===== src/rtl/alro_pkg.sv =====
// Shared types and constants for the audio loop record/overdub block.
// No dependencies; used by alro_ctrl, alro_mem and audio_loop_record_overdub.
`default_nettype none

package alro_pkg;

    localparam int LOOP_DEPTH = 262144;
    localparam int ADDR_W     = $clog2(LOOP_DEPTH);
    localparam int LEN_W      = ADDR_W + 1;
    localparam int SAMPLE_W   = 16;

    localparam logic [LEN_W-1:0] LOOP_DEPTH_LEN = LEN_W'(LOOP_DEPTH);

    typedef enum logic [1:0] {
        MODE_PAUSED    = 2'd0,
        MODE_PLAYING   = 2'd1,
        MODE_RECORDING = 2'd2,
        MODE_OVERDUB   = 2'd3
    } mode_t;

    typedef enum logic [1:0] {
        REQ_AUDIO   = 2'd0,
        REQ_RECORD  = 2'd1,
        REQ_OVERDUB = 2'd2,
        REQ_UNUSED  = 2'd3
    } req_t;

    typedef struct packed {
        logic                       rd;
        logic                       rec;
        logic                       dub;
        logic [ADDR_W-1:0]          addr;
        logic signed [SAMPLE_W-1:0] sample;
    } mem_op_t;

    typedef struct packed {
        mode_t             mode;
        mode_t             pending;
        logic [ADDR_W-1:0] position;
        logic [LEN_W-1:0]  length;
        logic              claim;
        logic              full;
    } status_t;

endpackage

`default_nettype wire


===== src/rtl/alro_ctrl.sv =====
// Loop control state: modes, master flag, length and play position.
// Issues at most one memory operation per audio transfer. Depends on alro_pkg.
`default_nettype none

module alro_ctrl
(
    input  wire logic                               clk,
    input  wire logic                               rst_n,
    input  wire logic                               take,
    input  wire alro_pkg::req_t                     req,
    input  wire logic signed [alro_pkg::SAMPLE_W-1:0] sample,
    input  wire logic                               block_start,
    input  wire logic                               control_on,
    input  wire logic                               master_exists,
    input  wire logic                               master_at_start,
    output alro_pkg::mem_op_t                       op,
    output alro_pkg::status_t                       stat
);

    alro_pkg::mode_t                     mode_reg, mode_next;
    alro_pkg::mode_t                     pend_reg, pend_next;
    logic                                master_reg, master_next;
    logic [alro_pkg::LEN_W-1:0]          len_reg, len_next;
    logic [alro_pkg::ADDR_W-1:0]         pos_reg, pos_next;
    logic [alro_pkg::ADDR_W-1:0]         rpos;
    logic [alro_pkg::LEN_W-1:0]          inc;
    logic                                claim;
    logic                                full;

    always_comb
    begin
        mode_next   = mode_reg;
        pend_next   = pend_reg;
        master_next = master_reg;
        len_next    = len_reg;
        pos_next    = pos_reg;
        claim       = 1'b0;
        full        = 1'b0;
        rpos        = '0;
        inc         = '0;
        op          = '0;
        op.sample   = sample;
        unique case (req)
            alro_pkg::REQ_RECORD:
            begin
                if (control_on && pend_reg != alro_pkg::MODE_RECORDING)
                begin
                    len_next = '0;
                    pos_next = '0;
                end
                pend_next = control_on ? alro_pkg::MODE_RECORDING : alro_pkg::MODE_PLAYING;
            end
            alro_pkg::REQ_OVERDUB:
            begin
                pend_next = control_on ? alro_pkg::MODE_OVERDUB : alro_pkg::MODE_PLAYING;
            end
            alro_pkg::REQ_AUDIO:
            begin
                if (!master_exists)
                begin
                    master_next = 1'b0;
                end
                if (block_start && mode_reg != pend_reg)
                begin
                    if (!master_exists)
                    begin
                        mode_next = pend_reg;
                        if (pend_reg != alro_pkg::MODE_RECORDING)
                        begin
                            master_next = 1'b1;
                            claim       = 1'b1;
                        end
                    end
                    else if (master_reg || master_at_start)
                    begin
                        mode_next = pend_reg;
                    end
                end
                if (mode_next == alro_pkg::MODE_RECORDING)
                begin
                    if (len_reg < alro_pkg::LOOP_DEPTH_LEN)
                    begin
                        op.rec   = 1'b1;
                        op.addr  = len_reg[alro_pkg::ADDR_W-1:0];
                        len_next = len_reg + 1'b1;
                    end
                    else
                    begin
                        full = 1'b1;
                    end
                end
                else if (len_reg != '0)
                begin
                    rpos     = ({1'b0, pos_reg} >= len_reg) ? '0 : pos_reg;
                    op.rd    = 1'b1;
                    op.dub   = (mode_next == alro_pkg::MODE_OVERDUB);
                    op.addr  = rpos;
                    inc      = {1'b0, rpos} + 1'b1;
                    pos_next = (inc >= len_reg) ? '0 : inc[alro_pkg::ADDR_W-1:0];
                end
            end
            default:
            begin
            end
        endcase
    end

    always_comb
    begin
        stat.mode     = mode_next;
        stat.pending  = pend_next;
        stat.position = pos_next;
        stat.length   = len_next;
        stat.claim    = claim;
        stat.full     = full;
    end

    always_ff @(posedge clk or negedge rst_n)
    begin
        if (!rst_n)
        begin
            mode_reg   <= alro_pkg::MODE_PAUSED;
            pend_reg   <= alro_pkg::MODE_PAUSED;
            master_reg <= 1'b0;
            len_reg    <= '0;
            pos_reg    <= '0;
        end
        else if (take)
        begin
            mode_reg   <= mode_next;
            pend_reg   <= pend_next;
            master_reg <= master_next;
            len_reg    <= len_next;
            pos_reg    <= pos_next;
        end
    end

endmodule

`default_nettype wire


===== config.mk =====
export PLATFORM = sky130hd
export DESIGN_NAME = alro_ctrl
export DESIGN_NICKNAME = d
export VERILOG_FILES = /design/src/rtl/alro_pkg.sv /design/src/rtl/alro_ctrl.sv
export SDC_FILE = /design/constraint.sdc
export NUM_CORES = 1
export LEC_CHECK = 0
export ABC_AREA = 1
export BUFFER_PORTS_ARGS = -buffer_cell sky130_fd_sc_hd__buf_2
export CAP_MARGIN = 20
export CORE_ASPECT_RATIO = 0.5
export CORE_MARGIN = 10
export CORE_UTILIZATION = 60
export CTS_CLUSTER_DIAMETER = 30
export CTS_CLUSTER_SIZE = 10
export DETAILED_ROUTE_END_ITERATION = 6
export PLACE_DENSITY = 0.84
export SLEW_MARGIN = 20
export SYNTH_ARGS = -nofsm -noshare
export SYNTH_HDL_FRONTEND = slang
export SYNTH_SLANG_ARGS = --single-unit

===== constraint.sdc =====
create_clock -name clk -period 8.5 [get_ports clk]
set_clock_uncertainty 0.05 [all_clocks]
set_input_delay 0.85 -clock clk [delete_from_list [all_inputs] [get_ports clk]]
set_output_delay 0.85 -clock clk [all_outputs]
set_load 0.05 [all_outputs]

==> impl_metrics.env, run 1 <==
export IMPL_peakVddDrop_uv=124
export IMPL_fp_dieW_um=148
export IMPL_core_area_um2=8000
export IMPL_synth_enable_flop_cells=0
export IMPL_critPathLaunchType="flop"
export IMPL_top_layer="met4"
export IMPL_whs_ps=464
export IMPL_vias=5411
export IMPL_regArea_um2=1050
export IMPL_met3_length_um=1790
export IMPL_p_leak_nw=2.79
export IMPL_cts_root_buf="clkbuf_16"
export IMPL_worstSkewPairLatency_ps=300
export IMPL_relSlewSlack_pct=32.0
export IMPL_crit_arrival_ps=5580
export IMPL_die_area_um2=12500
export IMPL_preCtsSetupSlack_ps=2460
export IMPL_viasPerCell=5.83
export IMPL_wire_per_inst_um=17.4
export IMPL_synth_seq_cells=42
export IMPL_h_tree_depth=2
export IMPL_dp_hpwl_um=12500
export IMPL_initial_core_util_pct=61.8
export IMPL_wl_met2_um=6780
export IMPL_rows=23
export IMPL_clock_sinks=42
export IMPL_grt_pass1_vias=5025
export IMPL_power_mw=1.30
export IMPL_drtIter0Drc=558
export IMPL_hold_viol_final=0
export IMPL_period_share_pct=76.3
export IMPL_critPathCaptureType="output pin"
export IMPL_clkTransAtPathRegs_ps=60
export IMPL_synth_area_um2=4940
export IMPL_first_pass_iters=5
export IMPL_wl_met1_um=7370
export IMPL_mostFrequentLayoutCells="nand2_1 (250), inv_1 (82), buf_2 (72)"
export IMPL_drt_total_wl_um=16100
export IMPL_period_needed_ps=6480
export IMPL_cts_tree="built"
export IMPL_area_growth_synth_to_final_pct=8.73
export IMPL_setup_viol=0
export IMPL_grt_start_max_net_pins=65
export IMPL_syn_nets=845
export IMPL_grt_antenna_before_repair=0
export IMPL_status="finished clean"
export IMPL_mostFrequentLayoutCell="nand2_1"
export IMPL_syn_area_per_cell_um2=6.37
export IMPL_worst_slew_pin_slew_ps=1020
export IMPL_ant_nets=0
export IMPL_overflow=0
export IMPL_maxCapViolations=0
export IMPL_cts_setup_buffers=0
export IMPL_post_synth_top_area_cell="dfrtp_1"
export IMPL_cts_hold_buf=0
export IMPL_ctsResizeCount=0
export IMPL_clockBufferDepth=2
export IMPL_synthTopCellsByArea="dfrtp_1 (21%), nand2_1 (19%), ha_1 (11%)"
export IMPL_numPortBuffers=72
export IMPL_critPathKind="flop to output pin"
export IMPL_yosys_warnings=0
export IMPL_required_ps=7600
export IMPL_num_fill_cells=753
export IMPL_grt_usage_pct=25.5
export IMPL_hold_class="flop to flop"
export IMPL_cp_max_fo=17
export IMPL_antenna_cells=0
export IMPL_globalplace_congestion=0.992
export IMPL_final_util_pct=67.2
export IMPL_fin_ws_ps=2020
export IMPL_pin_count=105
export IMPL_drive_above_1_share_pct=15.6
export IMPL_setup_tns_ps=0
export IMPL_ys_flop_type="dfrtp_1"
export IMPL_slew_violations=0
export IMPL_synthDistinctLibCells=48
export IMPL_synth_top_area_share_pct=21.3
export IMPL_synth_async_sr_flop_share_pct=100
export IMPL_drc=0
export IMPL_final_nets=884
export IMPL_die_y_um=84.2
export IMPL_grt_pass1_wl_um=26200
export IMPL_synth_seq_area_share_pct=21.3
export IMPL_rsz0062_at_grt="false"
export IMPL_syn_inst=776
export IMPL_largest_register_ffs=19
export IMPL_multi_input_comb_area_um2=3310
export IMPL_fmax_ghz=0.154
export IMPL_cts_buffers=5
export IMPL_power_density_nw_per_um2=243
==> layout make-up <==
cell class / instances / area share (%)
Multi-Input combinational cell: 604 / 61.5
Sequential cell: 42 / 19.6
Timing Repair Buffer: 75 / 7.12
Inverter: 87 / 6.08
Tap cell: 112 / 2.61
Clock buffer: 6 / 2.40
Clock inverter: 2 / 0.698
==> routing by layer <==
metal,global-route usage (%),up-vias
li1,-,2630
met1,35.3,2467
met2,38.4,289
met3,6.91,25
met4,5.99,0
met5,0,-
==> critical path: stages (launching register included) <==
cell and delay (ps):
dfrtp_1 390, clkinv_1 270, ha_1 400, a21o_1 170
o21ai_1 160, nand2_1 90, nand2_2 340, nand2_4 170
nor2_1 180, ha_1 240, nand4_2 140, nor2_2 180
nand2_1 120, nor2_1 130, nand2_1 80, and2_1 170
ha_1 310, nand2_1 80, nor4_1 410, nand4_1 140
nand4_1 180, nand2b_1 340, o22ai_1 140, nand2_1 80
o21ai_1 90, buf_2 260
==> report_power, final <==
part | internal [mW] | leakage, nW | switching, mW | total (mW)
Clock | 0.139 | 0.0771 | 0.0900 | 0.229
Sequential | 0.227 | 0.574 | 0.0423 | 0.269
Combinational | 0.215 | 2.14 | 0.591 | 0.806
Total | 0.581 | 2.79 | 0.724 | 1.30
==> synthesized netlist by cell type, types with 2 or more instances <==
| library cell | count |
|---|---|
| o21ai_1 | 18 |
| o22ai_1 | 24 |
| nor2_4 | 6 |
| buf_4 | 19 |
| nand3_2 | 3 |
| buf_6 | 2 |
| o21ai_0 | 57 |
| and2_1 | 5 |
| inv_1 | 82 |
| nor2_2 | 7 |
| nand2_1 | 250 |
| nand2_2 | 10 |
| nor3_1 | 9 |
| nand3b_1 | 2 |
| o21ai_2 | 2 |
| nor2_8 | 2 |
| a22oi_1 | 2 |
| dfrtp_1 | 42 |
| buf_2 | 8 |
| xor2_1 | 6 |
| nor2_1 | 54 |
| a21oi_1 | 23 |
| or2_2 | 2 |
| nand4_1 | 24 |
| clkbuf_1 | 13 |
| o22ai_2 | 2 |
| nand3_1 | 28 |
| inv_2 | 4 |
| nor4_1 | 7 |
| ha_1 | 44 |
| xnor2_1 | 2 |
==> through the flow <==
stage	std cells	cell area, um2
global route	928	5370
global placement	920	5210
CTS	928	5370
floorplan	776	4940
finish	928	5370
detailed placement	920	5210
==> cell families after synthesis <==
kind of cell	Yosys count	share of synthesized area, %
AND/OR/NAND/NOR	414	38.2
buffers and inverters	130	11.8
flip-flops	42	21.3
AO/OA/AOI/OAI	137	15.8
XOR/XNOR	9	1.75
adder cells (fa/ha/maj)	44	11.1
==> path summary, 6_finish.rpt <==
check / startpoint / endpoint / slack, ps / cells after the start
hold reg to reg: len_reg[4] / len_reg[4] / 460 / 2
min in group asynchronous: rst_n / pos_reg[11] / 670 / 1
setup reg to reg: len_reg[6] / pos_reg[2] / 3150 / 26
max in group asynchronous: rst_n / len_reg[10] / 7090 / 1
hold / removal: len_reg[4] / len_reg[4] / 460 / 2
setup / recovery: len_reg[6] / stat[25] / 2020 / 25
(Power assumes the default switching activity.)
==> run 2: changes to the inputs <==
--- a/config.mk
+++ b/config.mk
@@ -10,11 +10,11 @@
 export CAP_MARGIN = 20
 export CORE_ASPECT_RATIO = 0.5
 export CORE_MARGIN = 10
-export CORE_UTILIZATION = 60
+export CORE_UTILIZATION = 51
 export CTS_CLUSTER_DIAMETER = 30
 export CTS_CLUSTER_SIZE = 10
 export DETAILED_ROUTE_END_ITERATION = 6
-export PLACE_DENSITY = 0.84
+export PLACE_DENSITY = 0.75
 export SLEW_MARGIN = 20
 export SYNTH_ARGS = -nofsm -noshare
 export SYNTH_HDL_FRONTEND = slang
==> constraint.sdc (replaced) <==
create_clock -name clk -period 5.7 [get_ports clk]
set_clock_uncertainty 0.05 [all_clocks]
set_input_delay 0.57 -clock clk [delete_from_list [all_inputs] [get_ports clk]]
set_output_delay 0.57 -clock clk [all_outputs]
set_load 0.05 [all_outputs]
==> run 2 against run 1 <==
Net effect: power is 60% higher; sequential cell count stayed put; clock power is 32% higher; register-to-register slack worse by 2100 ps; global-route usage is 2.1 points lower; setup slack worse by 1700 ps; sequential share of layout area is 0.77 points lower; critical endpoint is now stat[22]; critical path depth stayed put; sequential power is 46% higher; clock-buffer cell count stayed put.
==> impl_metrics.env, run 2 (synthesis gave the netlist of run 1 again) <==
export IMPL_grt_antenna_before_repair=0
export IMPL_worst_slew_pin_slew_ps=1100
export IMPL_drc=0
export IMPL_fin_area_um2=5640
export IMPL_ant_nets=0
export IMPL_slowest_stage="dfrtp_1"
export IMPL_worstSkewPairLatency_ps=300
export IMPL_numPortBuffers=72
export IMPL_grt_usage_pct=23.4
export IMPL_clock_sinks=42
export IMPL_cts_tree="built"
export IMPL_clockBufferDepth=2
export IMPL_die_area_um2=14300
export IMPL_slew_violations=0
export IMPL_rows=25
export IMPL_crit_arrival_ps=4800
export IMPL_viasPerCell=5.57
export IMPL_critPathMaxStageDelay_ps=460
export IMPL_mostFrequentLayoutCells="nand2_1 (250), inv_1 (80), buf_2 (64)"
export IMPL_relSlewSlack_pct=26.9
export IMPL_antenna_cells=0
export IMPL_drt_total_wl_um=17000
export IMPL_dpl_cell_area_um2=5390
export IMPL_critPathKind="flop to output pin"
export IMPL_area_growth_synth_to_final_pct=14.2
export IMPL_cts_root_buf="clkbuf_16"
export IMPL_drive_above_1_share_pct=20.0
export IMPL_fp_dieW_um=159
export IMPL_globalplace_congestion=1.03
export IMPL_p_leak_nw=2.90
export IMPL_grt_pass1_vias=5132
export IMPL_critPathCaptureType="output pin"
export IMPL_cts_buffers=5
export IMPL_peakVddDrop_uv=160
export IMPL_required_ps=5080
export IMPL_finalNonFillerCells=978
export IMPL_grt_pass1_wl_um=27100
export IMPL_ff2ff_setup_slack_ps=1060
export IMPL_die_y_um=89.6
export IMPL_maxCapViolations=0
export IMPL_hold_viol_final=0
export IMPL_dp_cells=963
export IMPL_cp_max_fo=8
export IMPL_hold_class="primary input to asynchronous set/reset pin"
export IMPL_h_tree_depth=2
export IMPL_setup_viol=0
export IMPL_fmax_ghz=0.184
export IMPL_period_share_pct=95.1
export IMPL_pin_count=105
export IMPL_critPathLaunchType="flop"
export IMPL_status="finished clean"
export IMPL_num_fill_cells=958
export IMPL_mostFrequentLayoutCell="nand2_1"
export IMPL_grt_start_max_net_pins=65
export IMPL_core_area_um2=9450
export IMPL_first_pass_iters=5
export IMPL_largest_register_ffs=19
export IMPL_wire_per_inst_um=17.3
export IMPL_power_mw=2.08
export IMPL_cp_common_cell="nand2_1"
export IMPL_power_density_nw_per_um2=369
export IMPL_period_needed_ps=5420
export IMPL_clkTransAtPathRegs_ps=70
export IMPL_overflow=0
export IMPL_drtIter0Drc=490
export IMPL_vias=5448
export IMPL_initial_core_util_pct=52.3
export IMPL_dp_hpwl_um=13100
export IMPL_final_nets=911
==> run 2: cell type report <==
cell class                      count  area [um2]  area share, %
Clock buffer                        6         129           2.28
Clock inverter                      2        13.8          0.244
Inverter                           87         327           5.79
Multi-Input combinational cell    604        3330           59.1
Sequential cell                    42        1060           18.8
Tap cell                          135         169           2.99
Timing Repair Buffer              102         609           10.8
==> run 2: final timing paths <==
path	from	endpoint	cells past startpoint
worst max-delay path	pos_reg[17]	stat[22]	25
worst min-delay path	rst_n	pos_reg[9]	1
worst max register to register	pos_reg[17]	pos_reg[3]	26
worst min register to register	len_reg[4]	len_reg[4]	2
max in group asynchronous	rst_n	len_reg[13]	1
min in group clk	len_reg[4]	len_reg[4]	2
==> run 2: through the flow <==
stage	util [%]	TNS (ps)	hold WS (ps)	worst slack [ps]
CTS	58.7	0	440	9.20
floorplan	-	0	224	780
global placement	57.0	0	447	288
finish	59.7	0	226	278
detailed placement	57.0	0	444	221
global route	59.7	-50.8	270	-18.9
==> run 2: power breakdown <==
part           leakage (nW)  switching (mW)  internal [mW]
clock                0.0708           0.140          0.163
combinational          2.27           0.948          0.435
sequential            0.563          0.0540          0.340
==> run 2: critical path, delay by kind of cell, from the launching register on <==
family / cells / cell delay (ps)
AO/OA/AOI/OAI: 3 / 530
buffers and inverters: 3 / 550
flip-flops: 1 / 460
AND/OR/NAND/NOR: 16 / 2110
adder cells (fa/ha/maj): 3 / 850
==> run 2: what timing repair did <==
| item | in CTS | in global routing |
|---|---|---|
| hold buffers | 0 | 0 |
| resized for setup | 1 | 28 |
| setup buffers | 2 | 5 |
| pin swaps | 1 | 3 |
| cloned | 0 | 0 |
| setup endpoints to repair | 8 | 18 |
==> run 2: per-layer routing <==
metal / routed length (um) / global-route usage [%] / vias to the layer above
met5: 0 / 0 / -
met4: 247 / 4.85 / 0
met3: 2040 / 6.96 / 31
met2: 6730 / 35.5 / 271
met1: 7940 / 32.4 / 2465
li1: - / - / 2681
